[src/rtl/grid_zone_emergency_detector_core_assert.svh]
// Assertion macros shared by the grid zone emergency detector RTL.
// Each macro expects a clock named clk and an active-low reset named rst_n in scope.
`ifndef GRID_ZONE_EMERGENCY_DETECTOR_CORE_ASSERT_SVH
`define GRID_ZONE_EMERGENCY_DETECTOR_CORE_ASSERT_SVH

// A property that must hold at every clock edge outside reset.
`define GZED_ASSERT(label, prop, msg) \
    label: assert property (@(posedge clk) disable iff (!rst_n) (prop)) else $error(msg);

// A condition that must hold in the cycle after a trigger.
`define GZED_ASSERT_NEXT(label, trig, cond, msg) \
    label: assert property (@(posedge clk) disable iff (!rst_n) (trig) |=> (cond)) else $error(msg);

`endif

[src/rtl/gzed_pkg.sv]
// Package for the grid zone emergency detector: types, constants and the zone test.
// Used by the timer module and the top level; depends on nothing.
package gzed_pkg;

    localparam int CountW = 21;
    localparam int TimerW = 22;
    localparam logic [CountW-1:0] HITS_MAX = {CountW{1'b1}};
    localparam logic [7:0] CELL_OCCUPIED = 8'd255;
    localparam logic [31:0] ANCHOR_RESET = 32'd33489408;

    typedef enum logic [2:0] {
        REG_ANCHOR    = 3'd0,
        REG_CLOSE     = 3'd1,
        REG_EMG       = 3'd2,
        REG_PROTECT   = 3'd3,
        REG_EMG_COUNT = 3'd4,
        REG_EMG_TIME  = 3'd5,
        REG_CL_COUNT  = 3'd6,
        REG_CL_TIME   = 3'd7
    } cfg_idx_t;

    typedef enum logic [1:0] {
        MODE_NORMAL = 2'd0,
        MODE_SLOW   = 2'd1,
        MODE_STOP   = 2'd2
    } mode_t;

    typedef struct packed {
        logic close_hit;
        logic emg_hit;
        logic prot_hit;
    } zone_hit_t;

    typedef struct packed {
        logic step;
        logic over;
    } tmr_ctrl_t;

    // The rectangle spans columns [centre - half, centre + half) and rows
    // [bottom - height, bottom). The signed bounds are rearranged into
    // unsigned sums so that no negative value arises.
    function automatic logic in_zone(input logic [9:0] col, input logic [9:0] row,
                                     input logic [31:0] anchor, input logic [31:0] zone);
        logic [16:0] col_plus_half;
        logic [16:0] centre_plus_half;
        logic [16:0] row_plus_height;
        col_plus_half    = 17'(col) + 17'(zone[15:0]);
        centre_plus_half = 17'(anchor[15:0]) + 17'(zone[15:0]);
        row_plus_height  = 17'(row) + 17'(zone[31:16]);
        return (col_plus_half >= 17'(anchor[15:0])) && (17'(col) < centre_plus_half) &&
               (row_plus_height >= 17'(anchor[31:16])) && (16'(row) < anchor[31:16]);
    endfunction

endpackage

[src/rtl/gzed_if.sv]
// Stream interfaces of the grid zone emergency detector: grid cells in, modes out.
// Each carries valid, ready and its payload; no dependencies.
interface gzed_cell_if;
    logic       valid;
    logic       ready;
    logic [9:0] cell_col;
    logic [9:0] cell_row;
    logic [7:0] cell_value;
    logic       frame_end;

    modport source (output valid, output cell_col, output cell_row, output cell_value,
                    output frame_end, input ready);
    modport sink (input valid, input cell_col, input cell_row, input cell_value,
                  input frame_end, output ready);
endinterface

interface gzed_mode_if;
    logic       valid;
    logic       ready;
    logic [1:0] mode;

    modport source (output valid, output mode, input ready);
    modport sink (input valid, input mode, output ready);
endinterface

[src/rtl/gzed_timer.sv]
// Persistence timer: rises while a zone count is over its limit, falls otherwise.
// Depends on gzed_pkg for widths and the control struct.
module gzed_timer
    import gzed_pkg::*;
(
    input  logic              clk,
    input  logic              rst_n,
    input  tmr_ctrl_t         ctrl,
    input  logic [CountW-1:0] count_limit,
    input  logic [TimerW-1:0] time_limit,
    output logic              reached
);

    logic [TimerW-1:0] timer_reg;
    logic [TimerW-1:0] timer_next;
    logic [TimerW-1:0] rise_cap;

    // The rise stops at twice the count limit; a timer already above it holds.
    assign rise_cap = {count_limit, 1'b0};

    always_comb
    begin
        timer_next = timer_reg;
        if (ctrl.over)
        begin
            if (timer_reg < rise_cap)
            begin
                timer_next = timer_reg + TimerW'(1);
            end
        end
        else if (timer_reg != '0)
        begin
            timer_next = timer_reg - TimerW'(1);
        end
    end

    assign reached = (timer_next >= time_limit);

    always_ff @(posedge clk or negedge rst_n)
    begin
        if (!rst_n)
        begin
            timer_reg <= '0;
        end
        else if (ctrl.step)
        begin
            timer_reg <= timer_next;
        end
    end

endmodule

[src/rtl/grid_zone_emergency_detector_core.sv]
// A mode beat is registered in the output register after the frame-end cell passes stages one, two and three.
// Throughput: one grid cell per cycle unless a frame-end cell waits on an untaken mode beat;
// three pipeline stages and an output register absorb other cells while a beat waits to be taken.
// Reset clears every valid flag, the per-frame counts, the stop flag, both timers and
// loads the configuration registers with their reset values.
// Depends on gzed_pkg, gzed_if, gzed_timer and the assertion macro header.
`include "grid_zone_emergency_detector_core_assert.svh"

module grid_zone_emergency_detector_core
    import gzed_pkg::*;
#(
    parameter int GRID_SIDE = 1024
)
(
    input  logic        clk,
    input  logic        rst_n,
    gzed_cell_if.sink   grid,
    gzed_mode_if.source alert,
    input  logic        cfg_we,
    input  logic [2:0]  cfg_idx,
    input  logic [31:0] cfg_data
);

    // Configuration registers.
    logic [31:0]       anchor_reg;
    logic [31:0]       close_zone_reg;
    logic [31:0]       emg_zone_reg;
    logic [31:0]       prot_zone_reg;
    logic [CountW-1:0] emg_count_lim_reg;
    logic [TimerW-1:0] emg_time_lim_reg;
    logic [CountW-1:0] cl_count_lim_reg;
    logic [TimerW-1:0] cl_time_lim_reg;

    // Pipeline registers.
    logic              s1_valid_reg;
    logic [9:0]        s1_col_reg;
    logic [9:0]        s1_row_reg;
    logic [7:0]        s1_value_reg;
    logic              s1_last_reg;
    logic              s2_valid_reg;
    zone_hit_t         s2_hit_reg;
    logic              s2_last_reg;
    logic              s3_valid_reg;
    logic              s3_last_reg;
    logic              s3_stop_reg;
    logic              s3_emg_over_reg;
    logic              s3_cl_over_reg;
    logic              out_valid_reg;
    mode_t             out_mode_reg;

    // Per-frame state.
    logic [CountW-1:0] close_hits_reg;
    logic [CountW-1:0] emergency_hits_reg;
    logic              stop_seen_reg;
    logic [CountW-1:0] close_hits_next;
    logic [CountW-1:0] emergency_hits_next;

    logic              in_fire;
    logic              out_free;
    logic              s3_fire;
    logic              s3_free;
    logic              s2_fire;
    logic              s2_free;
    logic              s1_fire;
    logic              s1_free;
    logic              on_grid;
    logic              occupied_close;
    zone_hit_t         s1_hit;
    tmr_ctrl_t         emg_ctrl;
    tmr_ctrl_t         cl_ctrl;
    logic              emg_reached;
    logic              cl_reached;
    mode_t             mode_next;

    // Handshake chain: each stage moves when the stage after it has room.
    assign out_free   = !out_valid_reg || alert.ready;
    assign s3_fire    = s3_valid_reg && (!s3_last_reg || out_free);
    assign s3_free    = !s3_valid_reg || s3_fire;
    assign s2_fire    = s2_valid_reg && s3_free;
    assign s2_free    = !s2_valid_reg || s3_free;
    assign s1_fire    = s1_valid_reg && s2_free;
    assign s1_free    = !s1_valid_reg || s2_free;
    assign grid.ready = s1_free;
    assign in_fire    = grid.valid && s1_free;

    always_ff @(posedge clk or negedge rst_n)
    begin
        if (!rst_n)
        begin
            anchor_reg        <= ANCHOR_RESET;
            close_zone_reg    <= '0;
            emg_zone_reg      <= '0;
            prot_zone_reg     <= '0;
            emg_count_lim_reg <= '0;
            emg_time_lim_reg  <= '0;
            cl_count_lim_reg  <= '0;
            cl_time_lim_reg   <= '0;
        end
        else if (cfg_we)
        begin
            unique case (cfg_idx_t'(cfg_idx))
                REG_ANCHOR:    anchor_reg        <= cfg_data;
                REG_CLOSE:     close_zone_reg    <= cfg_data;
                REG_EMG:       emg_zone_reg      <= cfg_data;
                REG_PROTECT:   prot_zone_reg     <= cfg_data;
                REG_EMG_COUNT: emg_count_lim_reg <= cfg_data[CountW-1:0];
                REG_EMG_TIME:  emg_time_lim_reg  <= cfg_data[TimerW-1:0];
                REG_CL_COUNT:  cl_count_lim_reg  <= cfg_data[CountW-1:0];
                REG_CL_TIME:   cl_time_lim_reg   <= cfg_data[TimerW-1:0];
                default:       anchor_reg        <= anchor_reg;
            endcase
        end
    end

    // Stage one to two: zone tests on the registered cell.
    assign on_grid = ({22'd0, s1_col_reg} < 32'(GRID_SIDE)) &&
                     ({22'd0, s1_row_reg} < 32'(GRID_SIDE));
    assign occupied_close = on_grid && (s1_value_reg == CELL_OCCUPIED) &&
                            in_zone(s1_col_reg, s1_row_reg, anchor_reg, close_zone_reg);

    always_comb
    begin
        s1_hit.close_hit = occupied_close;
        s1_hit.emg_hit   = occupied_close &&
                           in_zone(s1_col_reg, s1_row_reg, anchor_reg, emg_zone_reg);
        s1_hit.prot_hit  = occupied_close &&
                           in_zone(s1_col_reg, s1_row_reg, anchor_reg, prot_zone_reg);
    end

    // Stage two to three: saturating hit counts and the frame-end comparisons.
    assign close_hits_next = (s2_hit_reg.close_hit && (close_hits_reg != HITS_MAX)) ?
                             close_hits_reg + CountW'(1) : close_hits_reg;
    assign emergency_hits_next = (s2_hit_reg.emg_hit && (emergency_hits_reg != HITS_MAX)) ?
                                 emergency_hits_reg + CountW'(1) : emergency_hits_reg;

    // Stage three to output: timers and the mode decision.
    always_comb
    begin
        emg_ctrl.step = s3_fire && s3_last_reg && !s3_stop_reg;
        emg_ctrl.over = s3_emg_over_reg;
        cl_ctrl.step  = s3_fire && s3_last_reg && !s3_stop_reg;
        cl_ctrl.over  = s3_cl_over_reg;
    end

    gzed_timer u_emg_timer
    (
        .clk         (clk),
        .rst_n       (rst_n),
        .ctrl        (emg_ctrl),
        .count_limit (emg_count_lim_reg),
        .time_limit  (emg_time_lim_reg),
        .reached     (emg_reached)
    );

    gzed_timer u_close_timer
    (
        .clk         (clk),
        .rst_n       (rst_n),
        .ctrl        (cl_ctrl),
        .count_limit (cl_count_lim_reg),
        .time_limit  (cl_time_lim_reg),
        .reached     (cl_reached)
    );

    always_comb
    begin
        if (s3_stop_reg || emg_reached)
        begin
            mode_next = MODE_STOP;
        end
        else if (cl_reached)
        begin
            mode_next = MODE_SLOW;
        end
        else
        begin
            mode_next = MODE_NORMAL;
        end
    end

    always_ff @(posedge clk or negedge rst_n)
    begin
        if (!rst_n)
        begin
            s1_valid_reg       <= 1'b0;
            s2_valid_reg       <= 1'b0;
            s3_valid_reg       <= 1'b0;
            out_valid_reg      <= 1'b0;
            close_hits_reg     <= '0;
            emergency_hits_reg <= '0;
            stop_seen_reg      <= 1'b0;
        end
        else
        begin
            if (in_fire)
            begin
                s1_valid_reg <= 1'b1;
            end
            else if (s1_fire)
            begin
                s1_valid_reg <= 1'b0;
            end

            if (s1_fire)
            begin
                s2_valid_reg <= 1'b1;
            end
            else if (s2_fire)
            begin
                s2_valid_reg <= 1'b0;
            end

            if (s2_fire)
            begin
                s3_valid_reg <= 1'b1;
                if (s2_last_reg)
                begin
                    close_hits_reg     <= '0;
                    emergency_hits_reg <= '0;
                    stop_seen_reg      <= 1'b0;
                end
                else
                begin
                    close_hits_reg     <= close_hits_next;
                    emergency_hits_reg <= emergency_hits_next;
                    stop_seen_reg      <= stop_seen_reg || s2_hit_reg.prot_hit;
                end
            end
            else if (s3_fire)
            begin
                s3_valid_reg <= 1'b0;
            end

            if (s3_fire && s3_last_reg)
            begin
                out_valid_reg <= 1'b1;
            end
            else if (alert.ready)
            begin
                out_valid_reg <= 1'b0;
            end
        end
    end

    always_ff @(posedge clk)
    begin
        if (in_fire)
        begin
            s1_col_reg   <= grid.cell_col;
            s1_row_reg   <= grid.cell_row;
            s1_value_reg <= grid.cell_value;
            s1_last_reg  <= grid.frame_end;
        end
        if (s1_fire)
        begin
            s2_hit_reg  <= s1_hit;
            s2_last_reg <= s1_last_reg;
        end
        if (s2_fire)
        begin
            s3_last_reg     <= s2_last_reg;
            s3_stop_reg     <= stop_seen_reg || s2_hit_reg.prot_hit;
            s3_emg_over_reg <= (emergency_hits_next > emg_count_lim_reg);
            s3_cl_over_reg  <= (close_hits_next > cl_count_lim_reg);
        end
        if (s3_fire && s3_last_reg)
        begin
            out_mode_reg <= mode_next;
        end
    end

    assign alert.valid = out_valid_reg;
    assign alert.mode  = out_mode_reg;

    `GZED_ASSERT(a_emg_within_close, emergency_hits_reg <= close_hits_reg, "Emergency count exceeds close count.")
    `GZED_ASSERT_NEXT(a_frame_clears, s2_fire && s2_last_reg, (close_hits_reg == '0) && (emergency_hits_reg == '0) && !stop_seen_reg, "Per-frame state not cleared at frame end.")
    `GZED_ASSERT_NEXT(a_stop_mode, s3_fire && s3_last_reg && s3_stop_reg, out_valid_reg && (out_mode_reg == MODE_STOP), "Stop flag did not give an emergency stop beat.")
    `GZED_ASSERT_NEXT(a_frame_beat, s3_fire && s3_last_reg, out_valid_reg, "Frame end did not produce a mode beat.")

endmodule
[src/flat_wrapper.sv]
// flat-port wrapper written by rule: the top's interface ports become plain ports
module grid_zone_emergency_detector_core_flat import gzed_pkg::*;
#(
    parameter int GRID_SIDE = 1024
)
  (clk, rst_n, cfg_we, cfg_idx, cfg_data, grid_valid, grid_cell_col, grid_cell_row, grid_cell_value, grid_frame_end, grid_ready, alert_valid, alert_mode, alert_ready);
  gzed_cell_if grid_i ();
  gzed_mode_if alert_i ();
  input  logic clk;
  input  logic rst_n;
  input  logic cfg_we;
  input  logic [2:0] cfg_idx;
  input  logic [31:0] cfg_data;
  input wire logic [$bits(grid_i.valid)-1:0] grid_valid;
  input wire logic [$bits(grid_i.cell_col)-1:0] grid_cell_col;
  input wire logic [$bits(grid_i.cell_row)-1:0] grid_cell_row;
  input wire logic [$bits(grid_i.cell_value)-1:0] grid_cell_value;
  input wire logic [$bits(grid_i.frame_end)-1:0] grid_frame_end;
  output wire logic [$bits(grid_i.ready)-1:0] grid_ready;
  output wire logic [$bits(alert_i.valid)-1:0] alert_valid;
  output wire logic [$bits(alert_i.mode)-1:0] alert_mode;
  input wire logic [$bits(alert_i.ready)-1:0] alert_ready;
  assign grid_i.valid = grid_valid;
  assign grid_i.cell_col = grid_cell_col;
  assign grid_i.cell_row = grid_cell_row;
  assign grid_i.cell_value = grid_cell_value;
  assign grid_i.frame_end = grid_frame_end;
  assign grid_ready = grid_i.ready;
  assign alert_valid = alert_i.valid;
  assign alert_mode = alert_i.mode;
  assign alert_i.ready = alert_ready;
  grid_zone_emergency_detector_core #(.GRID_SIDE(GRID_SIDE)) u_core (.clk(clk), .rst_n(rst_n), .grid(grid_i), .alert(alert_i), .cfg_we(cfg_we), .cfg_idx(cfg_idx), .cfg_data(cfg_data));
endmodule
[config.mk]
export PLATFORM = sky130hd
export DESIGN_NAME = grid_zone_emergency_detector_core_flat
export DESIGN_NICKNAME = d
export VERILOG_FILES = /design/src/rtl/gzed_pkg.sv /design/src/rtl/gzed_if.sv /design/src/rtl/gzed_timer.sv /design/src/rtl/grid_zone_emergency_detector_core.sv /design/src/flat_wrapper.sv
export VERILOG_INCLUDE_DIRS = /design/src /design/src/rtl
export SDC_FILE = /design/constraint.sdc
export NUM_CORES = 1
export LEC_CHECK = 0
export ABC_AREA = 1
export BUFFER_PORTS_ARGS = -buffer_cell sky130_fd_sc_hd__buf_4
export CAP_MARGIN = 20
export CORE_MARGIN = 3
export CORE_UTILIZATION = 30
export DETAILED_ROUTE_END_ITERATION = 6
export HOLD_SLACK_MARGIN = 0.02
export SYNTH_ARGS = -nofsm -noshare
export SYNTH_HDL_FRONTEND = slang
export SYNTH_HIERARCHICAL = 1
export SYNTH_SLANG_ARGS = --single-unit
[constraint.sdc]
create_clock -name clk -period 7.3 [get_ports clk]
set_clock_uncertainty 0.05 [all_clocks]
set_input_delay 0.73 -clock clk [delete_from_list [all_inputs] [get_ports clk]]
set_output_delay 0.73 -clock clk [all_outputs]
set_load 0.01 [all_outputs]
==> flow_metrics.py, run 1 <==
metrics = {
    "run_status": {
        "status": "complete, no violations",
    },
    "synthesis": {
        "syn-instance-count": 4295,
        "synth-edff-count": 39,
        "async_flop_share_pct": 88.7,
        "synth.most_common_cell": "nand2_1",
        "synthTopCellsByCount": "nand2_1 (1,300), inv_1 (576), ha_1 (374)",
        "netlist_area_um2": 30000,
        "yosysWarnings": 6,
        "yosys.area.top_type": "dfrtp_1",
        "syn-num-nets": 4747,
        "synthDistinctLibCells": 60,
        "yosys-top-cells-area": "dfrtp_1 (25%), nand2_1 (16%), ha_1 (16%)",
        "ys_seq_area_share_pct": 29.3,
        "synth-seq-cells": 344,
        "avgSynthCellArea_um2": 7.00,
        "synth_top_flop_cell": "dfrtp_1",
        "synth_top_area_share_pct": 24.6,
    },
    "final_layout": {
        "synthToLayoutAreaGrowth_pct": 11.2,
        "fill_cells": 10641,
        "drive_gt1_share_pct": 5.75,
        "nNetsFinal": 4783,
        "antenna_cells": 0,
    },
    "critical_path": {
        "end_kind": "flip-flop",
        "path_cells": "ha_1 > nand2_1 > inv_1 > nand2_1 > nand2_1 > a21oi_2 > nand3_1 > nand2_1 > nand2_1 > a21boi_0 > ha_1 > a21oi_1 > nor2_1 > a211oi_1 > nor2_1 > o21ai_0 > nand4_1 > inv_1 > nor2_1",
        "cp.required_ns": 7.61,
        "r2r-end": "u_core/alert.mode[0]",
        "crit_slowest_cell": "nand3_1",
        "cp_max_fo": 20,
        "r2r_cells": 19,
        "cpPeakStageDelay_ns": 0.83,
        "arrival_ns": 4.72,
        "start_kind": "flip-flop",
        "critPathKind": "flip-flop to flip-flop",
        "r2r-start": "u_core/u_close_timer/timer_reg[17]",
        "crit_path_frequent_cell": "nand2_1",
        "ff2ff_setup_slack_ns": 2.88,
        "crit_buf_inv": 2,
        "critPathTopFamily": "simple AND/OR/NAND/NOR gates",
    },
    "floorplan": {
        "std_cell_rows": 115,
        "dieArea_um2": 104000,
        "ios": 73,
        "die_w_um": 322,
        "die_h_um": 322,
        "coreArea_um2": 98900,
        "start_util_pct": 30.4,
    },
    "placed_design": {
        "port_buffers": 72,
        "gp_congestion": 0.930,
        "hpwl_um": 73100,
    },
    "detailed_routing": {
        "drc": 0,
        "postRouteAntennaNets": 0,
        "drt_iter0_markers": 2318,
        "wl_um": 96800,
        "dr_total_vias": 27969,
        "vias_per_cell": 4.95,
        "first_pass_iters": 6,
        "wl_per_cell_um": 17.1,
    },
    "worst_hold_path": {
        "hp-class": "input port to asynchronous set/reset pin",
    },
    "global_route": {
        "track_usage_pct": 18.5,
        "overflow": 0,
        "grt_antenna_before_repair": 6,
        "grt_max_degree": 113,
        "grt_pass1_vias": 26411,
        "grt_pass1_wl_um": 151000,
    },
    "clocking": {
        "cts_tree": "yes",
        "clock_path_buffers": 3,
        "clock_sinks": 344,
        "clkTransAtPathRegs_ns": 0.06,
        "cts_root_buffer": "clkbuf_16",
        "post_cts_resized": 0,
        "post-cts-setup-buffer-count": 0,
        "htree_num_levels": 2,
        "clk_latency_ns": 0.60,
        "postCtsHoldBufs": 0,
        "cts_buffers": 44,
    },
    "pwr": {
        "leakagePower_nw": 17.1,
        "p_sw_mw": 5.20,
        "p_sw_share_pct": 47.3,
        "power_frac_seq_pct": 26.9,
        "p_int_mw": 5.79,
        "ir_worst_vdd_v": 0.000177,
        "p_clk_share_pct": 21.6,
        "combPwrFrac_pct": 51.5,
        "total_power_mw": 11.0,
        "cellPowerDensity_nw_per_um2": 329,
    },
    "sta": {
        "grt_setup_unrepaired": "false",
        "finalCritPeriodShare_pct": 60.5,
        "finalCriticalPeriod_ns": 4.42,
        "fmax_mhz": 226,
        "drv_slew": 0,
        "hold_viol_final": 0,
        "tightest_slew_ns": 1.06,
        "setup_viol": 0,
        "fin_tns_setup_ns": 0,
        "slew_headroom_pct": 29.3,
    },
    "flow_run": {
        "cap_violations": 0,
    },
}
==> cell families after synthesis <==
logic type | share of synthesized area [%]
AOI/OAI and AO/OA | 11.5
xor gates and xnor gates | 4.66
adders and majority gates | 16.2
buffers and inverters | 9.02
DFF | 29.3
and+or+nand+nor | 29.3
==> metal layers <==
| layer | global-route usage (%) | up-vias | wire length [um] |
|---|---|---|---|
| met5 | 0 | - | 0 |
| met4 | 5.47 | 0 | 2920 |
| met3 | 2.43 | 138 | 5460 |
| met2 | 29.6 | 725 | 42600 |
| met1 | 26.0 | 13043 | 45900 |
| li1 | - | 14063 | - |
==> power groups by stage <==
stage	Clock [mW]	Sequential, mW	Combinational [mW]
global route	2.51	3.01	6.50
finish	2.37	2.96	5.66
global placement	0	2.96	5.53
detailed placement	0	2.98	5.59
CTS	2.45	2.95	5.62
floorplan	0	2.63	4.42
==> how the worst max path moves through the flow <==
| stage | start | end | slack, ns | cells past startpoint |
|---|---|---|---|---|
| after floorplan | u_core/s1_col_reg[1] | u_core/s2_hit_reg[1] | 4.07 | 19 |
| after global placement | u_core/u_close_timer/timer_reg[17] | u_core/alert.mode[0] | 2.96 | 19 |
| after detailed placement | u_core/u_close_timer/timer_reg[17] | u_core/alert.mode[0] | 2.96 | 19 |
| after CTS | u_core/u_close_timer/timer_reg[17] | u_core/alert.mode[0] | 2.94 | 19 |
| after global routing | u_core/u_close_timer/timer_reg[17] | u_core/alert.mode[0] | 2.49 | 19 |
| final | u_core/u_close_timer/timer_reg[17] | u_core/alert.mode[0] | 2.88 | 19 |
==> cells in the final DEF (no fill, tap or decap), types with 9 or more instances in the layout <==
master / Yosys / routed
o21ai_0: 282 / 282
a21boi_0: 20 / 20
dfrtp_1: 295 / 295
nand2_2: 21 / 24
o21bai_1: 9 / 9
nor3_1: 48 / 46
a31oi_1: 9 / 9
nor2_2: 15 / 16
a211oi_1: 9 / 9
o22ai_1: 18 / 18
a21boi_1: 15 / 15
o21ai_1: 10 / 10
buf_4: 7 / 90
xnor2_1: 44 / 44
edfxtp_1: 39 / 39
dfstp_2: 10 / 10
nor2_1: 316 / 315
nand4_1: 83 / 83
a21oi_1: 212 / 212
xor2_1: 116 / 116
ha_1: 374 / 374
nand2_1: 1300 / 1297
inv_1: 576 / 575
fa_1: 9 / 9
and2_1: 10 / 10
nand3_1: 251 / 250
clkbuf_16: 0 / 44
nor4_1: 16 / 16
==> stage by stage <==
stage	cell area [um2]	hold slack, ns	utilization [%]	worst slack, ns	instances
3_5_place_dp	31900	0.363	32.2	2.96	5572
2_1_floorplan	30000	0.350	-	4.07	4295
5_1_grt	33400	0.156	33.8	2.49	5653
6_report	33400	0.0879	33.8	2.88	5653
3_3_place_gp	31900	0.353	32.2	2.96	5572
4_1_cts	33400	0.121	33.8	2.94	5653
==> area by class of cell <==
| class | instances | area, um2 | share of cell area (%) |
|---|---|---|---|
| timing repair buffer | 92 | 711 | 2.13 |
| clock inverter | 24 | 337 | 1.01 |
| clock buffer | 57 | 1210 | 3.62 |
| tap | 1287 | 1610 | 4.82 |
| multi-input combinational | 3268 | 18500 | 55.5 |
| inverter | 581 | 2180 | 6.54 |
| sequential | 344 | 8820 | 26.4 |
==> worst reg2reg max path, cell delays in order (launching register included) <==
cell and delay (ns):
dfrtp_1 0.48, ha_1 0.33, nand2_1 0.09, inv_1 0.04
nand2_1 0.06, nand2_1 0.06, a21oi_2 0.58, nand3_1 0.83
nand2_1 0.23, nand2_1 0.08, a21boi_0 0.19, ha_1 0.28
a21oi_1 0.18, nor2_1 0.06, a211oi_1 0.21, nor2_1 0.08
o21ai_0 0.15, nand4_1 0.10, inv_1 0.06, nor2_1 0.04
No activity file was read; power rests on OpenSTA's default activity.
==> run 2: changes to the inputs <==
- clock period: 7.3 -> 4.3 ns (I/O delays scaled with it)
==> flow_metrics.py, run 2 (synthesis gave the netlist of run 1 again) <==
metrics = {
    "final_layout": {
        "drive_gt1_share_pct": 6.53,
        "mostFrequentLayoutCells": "nand2_1 (1,297), inv_1 (575), ha_1 (374), nor2_1 (315), dfrtp_1 (295)",
        "nNetsFinal": 4858,
        "synthToLayoutAreaGrowth_pct": 13.2,
        "fill_cells": 10508,
        "final_cell_area_um2": 34000,
        "antenna_cells": 0,
        "finalNonFillerCells": 5728,
        "final_common_cell": "nand2_1",
    },
    "clocking": {
        "clock_sinks": 344,
        "htree_num_levels": 2,
        "clock_path_buffers": 3,
        "post_cts_resized": 0,
        "clk_latency_ns": 0.59,
        "post-cts-setup-buffer-count": 0,
        "clkTransAtPathRegs_ns": 0.06,
        "cts_buffers": 44,
        "cts_root_buffer": "clkbuf_16",
        "cts_tree": "yes",
    },
    "pwr": {
        "cellPowerDensity_nw_per_um2": 550,
        "power_frac_seq_pct": 25.6,
        "p_sw_mw": 8.85,
        "p_clk_share_pct": 19.8,
        "combPwrFrac_pct": 54.6,
        "p_int_mw": 9.86,
        "ir_worst_vdd_v": 0.000337,
        "leakagePower_nw": 17.4,
        "p_sw_share_pct": 47.3,
    },
    "detailed_routing": {
        "drc": 0,
        "wl_per_cell_um": 17.0,
        "wl_um": 97200,
        "dr_total_vias": 28249,
        "vias_per_cell": 4.93,
        "first_pass_iters": 7,
        "postRouteAntennaNets": 0,
        "drt_iter0_markers": 2088,
    },
    "worst_hold_path": {
        "worstHoldStart": "cfg_data[26]",
        "hp-class": "input port to flip-flop",
    },
    "floorplan": {
        "dieArea_um2": 104000,
        "std_cell_rows": 115,
        "coreArea_um2": 98900,
        "ios": 73,
        "die_w_um": 322,
        "start_util_pct": 30.4,
        "die_h_um": 322,
    },
    "sta": {
        "slew_headroom_pct": 33.4,
        "hold_viol_final": 0,
        "drv_slew": 0,
        "fmax_mhz": 254,
        "grt_setup_unrepaired": "false",
        "finalCriticalPeriod_ns": 3.94,
        "tightest_slew_ns": 0.998,
        "finalCritPeriodShare_pct": 91.6,
        "setup_viol": 0,
        "fin_tns_setup_ns": 0,
    },
    "critical_path": {
        "start_kind": "flip-flop",
        "path_cells": "ha_1 > nand3_1 > nand2_1 > nand2_1 > a21oi_1 > nand2_1 > nand2_1 > a21oi_1 > o21ai_0 > xor2_1 > ha_1 > nand2_1 > inv_1 > nand2_1 > inv_1 > nand3_1 > nor2_1 > a21oi_1 > nand2_1 > a21oi_1 > a21oi_1 > nand3_1 > inv_1",
        "critPathKind": "flip-flop to flip-flop",
        "cp.required_ns": 4.56,
        "crit_path_start": "u_core/s1_col_reg[2]",
        "r2r-start": "u_core/s1_col_reg[2]",
        "end_kind": "flip-flop",
        "arrival_ns": 4.20,
        "critPathTopFamily": "simple AND/OR/NAND/NOR gates",
        "cpPeakStageDelay_ns": 0.53,
        "crit_buf_inv": 3,
        "crit_slowest_cell": "edfxtp_1",
        "crit_path_frequent_cell": "nand2_1",
        "cp_max_fo": 6,
    },
    "global_route": {
        "grt_pass1_vias": 26908,
        "overflow": 0,
        "grt_antenna_before_repair": 6,
        "grt_pass1_wl_um": 152000,
        "grt_max_degree": 105,
        "track_usage_pct": 18.6,
    },
    "placed_design": {
        "hpwl_um": 74600,
        "placed_cell_area_um2": 32200,
        "gp_congestion": 0.936,
        "port_buffers": 72,
        "dp.cells": 5616,
    },
    "run_status": {
        "status": "complete, no violations",
    },
    "flow_run": {
        "cap_violations": 0,
    },
}
[run 2: what timing repair did]
action,in CTS,in global routing
hold buffers,31,0
setup endpoints to repair,0,0
endpoints found under the hold margin,130,0
[run 2: per-layer routing]
metal | up-vias | global-route usage (%) | share of wire, %
met1 | 13137 | 26.0 | 47
met5 | - | 0 | 0
met4 | 0 | 4.32 | 2.3
li1 | 14233 | - | -
met2 | 752 | 30.5 | 45
met3 | 127 | 2.28 | 5.4
[run 2: path summary, 6_finish.rpt]
kind	slack, ns	cells after the start	to
max reg2reg	0.36	23	u_core/s2_hit_reg[2]
max in group asynchronous	2.71	3	u_core/anchor_reg[23]
min	0.1	3	u_core/prot_zone_reg[26]
min reg2reg	0.38	0	u_core/s2_last_reg
min in group asynchronous	0.38	2	u_core/u_emg_timer/timer_reg[17]
max	0.36	23	u_core/s2_hit_reg[2]
[run 2: worst reg2reg max path, stage by stage (launching register included)]
cell      delay (ns)
edfxtp_1        0.53
ha_1            0.42
nand3_1         0.09
nand2_1         0.11
nand2_1         0.07
a21oi_1         0.32
nand2_1         0.09
nand2_1         0.14
a21oi_1         0.11
o21ai_0         0.21
xor2_1          0.19
ha_1            0.25
nand2_1         0.06
inv_1           0.05
nand2_1         0.07
inv_1           0.06
nand3_1         0.06
nor2_1          0.04
a21oi_1         0.12
nand2_1         0.06
a21oi_1         0.15
a21oi_1         0.06
nand3_1         0.25
inv_1           0.08
[run 2: power groups by stage]
stage | combinational [mW] | clock [mW] | sequential [mW]
2_1_floorplan | 7.50 | 0 | 4.47
3_3_place_gp | 9.95 | 0 | 4.82
3_5_place_dp | 10.1 | 0 | 4.84
4_1_cts | 10.2 | 3.82 | 4.78
5_1_grt | 11.7 | 3.94 | 4.87
6_report | 10.2 | 3.71 | 4.79
[run 2: metrics by stage]
stage | utilization [%] | hold WS [ns] | worst slack [ns] | total power, mW
2_1_floorplan | - | 0.0844 | 1.07 | 12.0
3_5_place_dp | 32.6 | 0.357 | 0.439 | 14.9
5_1_grt | 34.4 | 0.105 | 0.0192 | 20.5
3_3_place_gp | 32.6 | 0.358 | 0.466 | 14.8
6_report | 34.4 | 0.0956 | 0.361 | 18.7
4_1_cts | 34.4 | 0.0697 | 0.379 | 18.8
[run 2: layout make-up]
class                   count  area, um2  area share [%]
repair buffers            167       1400            4.11
clock inverters            15        173           0.508
inverters                 581       2180            6.42
clock buffers              66       1270            3.75
flip-flops and latches    344       8820            25.9
multi-input cells        3268      18500            54.5
well taps                1287       1610            4.74
==> run 3: changes to the inputs <==
- ABC_CLOCK_PERIOD_IN_PS: unset -> 4300
- CORE_UTILIZATION: 30 -> 43
==> flow_metrics.py, run 3 (synthesis gave the netlist of run 1 again) <==
metrics = {
    "run_status": {
        "status": "complete, no violations",
    },
    "detailed_routing": {
        "vias_per_cell": 5.21,
        "wl_per_cell_um": 17.2,
        "wl_um": 92300,
        "dr_total_vias": 27978,
        "postRouteAntennaNets": 0,
        "drt_iter0_markers": 2073,
        "drc": 0,
        "first_pass_iters": 5,
    },
    "critical_path": {
        "arrival_ns": 4.27,
        "critPathKind": "flip-flop to flip-flop",
        "cp_max_fo": 18,
        "cp.required_ns": 4.58,
        "end_kind": "flip-flop",
        "start_kind": "flip-flop",
    },
    "placed_design": {
        "gp_congestion": 0.947,
        "hpwl_um": 70200,
        "port_buffers": 72,
    },
    "global_route": {
        "grt_max_degree": 98,
        "grt_pass1_vias": 26287,
        "overflow": 0,
        "grt_antenna_before_repair": 5,
        "grt_pass1_wl_um": 145000,
        "track_usage_pct": 25.0,
    },
    "sta": {
        "finalHoldWorstSlack_ns": 0.103,
        "hold_viol_final": 0,
        "finalCriticalPeriod_ns": 3.99,
        "finalCritPeriodShare_pct": 92.7,
        "fin_tns_setup_ns": 0,
        "slew_headroom_pct": 39.5,
        "tightest_slew_ns": 0.906,
        "drv_slew": 0,
        "setup_viol": 0,
        "fmax_mhz": 251,
        "grt_setup_unrepaired": "false",
    },
    "clocking": {
        "cts_buffers": 44,
        "clock_path_buffers": 3,
        "clock_sinks": 344,
        "cts_root_buffer": "clkbuf_16",
        "htree_num_levels": 2,
        "clk_latency_ns": 0.59,
        "clkTransAtPathRegs_ns": 0.07,
        "cts_tree": "yes",
        "post-cts-setup-buffer-count": 0,
    },
    "floorplan": {
        "ios": 73,
        "dieArea_um2": 73100,
        "std_cell_rows": 96,
        "die_w_um": 270,
        "start_util_pct": 43.6,
        "die_h_um": 270,
        "coreArea_um2": 68900,
    },
    "pwr": {
        "total_power_mw": 18.8,
        "cellPowerDensity_nw_per_um2": 559,
        "ir_worst_vdd_v": 0.000335,
        "leakagePower_nw": 17.5,
    },
    "final_layout": {
        "nNetsFinal": 4856,
        "final_common_cell": "nand2_1",
        "drive_gt1_share_pct": 6.62,
        "synthToLayoutAreaGrowth_pct": 12.0,
        "post-route-util_pct": 48.8,
        "mostFrequentLayoutCells": "nand2_1 (1,297), inv_1 (576), ha_1 (374), nor2_1 (315), dfrtp_1 (295)",
    },
    "worst_hold_path": {
        "hp-class": "input port to flip-flop",
    },
    "flow_run": {
        "cap_violations": 0,
    },
}
==> run 3: layer usage <==
layer	track usage [%]	up-vias	part of all wire (%)
met2	39.3	686	44
met1	35.8	12952	48
met3	3.63	127	5.8
met5	0	-	0
met4	6.63	0	2.4
li1	-	14213	-
==> run 3: through the flow <==
step / std cells / worst slack [ns] / cell area (um2)
after detailed placement: 5257 / 0.428 / 31700
after global routing: 5369 / 0.0389 / 33600
after floorplan: 4295 / 1.07 / 30000
final: 5373 / 0.314 / 33600
after global placement: 5257 / 0.497 / 31700
after CTS: 5368 / 0.401 / 33600
==> run 3: worst paths after layout <==
check | startpoint | cells after the start | slack, ns | to
setup / recovery | u_core/u_emg_timer/timer_reg[16] | 18 | 0.31 | u_core/alert.mode[1]
hold / removal | cfg_data[22] | 3 | 0.10 | u_core/anchor_reg[22]
setup reg to reg | u_core/u_emg_timer/timer_reg[16] | 18 | 0.31 | u_core/alert.mode[1]
hold reg to reg | u_core/s1_last_reg | 0 | 0.37 | u_core/s2_last_reg
max in group asynchronous | rst_n | 3 | 2.70 | u_core/anchor_reg[23]
min in group asynchronous | rst_n | 2 | 0.35 | u_core/u_emg_timer/timer_reg[14]
==> run 3: repair_timing <==
item,4_1_cts,5_1_grt
hold buffers,31,0
hold endpoints to repair,123,0
gates resized for setup,0,0
==> run 3: cell type report <==
cell class | instances | area (um2)
Antenna cell | 4 | 10.0
Clock buffer | 61 | 1290
Clock inverter | 19 | 260
Fill cell | 7009 | 35300
Inverter | 581 | 2180
Multi-Input combinational cell | 3268 | 18500
Sequential cell | 344 | 8820
Tap cell | 931 | 1160
Timing Repair Buffer | 165 | 1380
==> run 3: report_power, final <==
part / switching [mW] / internal, mW
Sequential: 0.800 / 3.94
Combinational: 6.38 / 3.69
Clock: 1.58 / 2.41
==> run 3: critical path, stage by stage, from the launching register on <==
cell	delay, ns
dfrtp_1	0.56
ha_1	0.31
nand2_1	0.08
inv_1	0.04
nand2_1	0.05
nand2_1	0.07
a21oi_4	0.31
nand3_4	0.33
nand2_2	0.27
nand3_1	0.11
and2_1	0.18
ha_1	0.29
nand2_1	0.12
nor2_1	0.06
a211oi_1	0.24
nor2_1	0.07
o21ai_0	0.17
nand4_1	0.10
or2_2	0.30
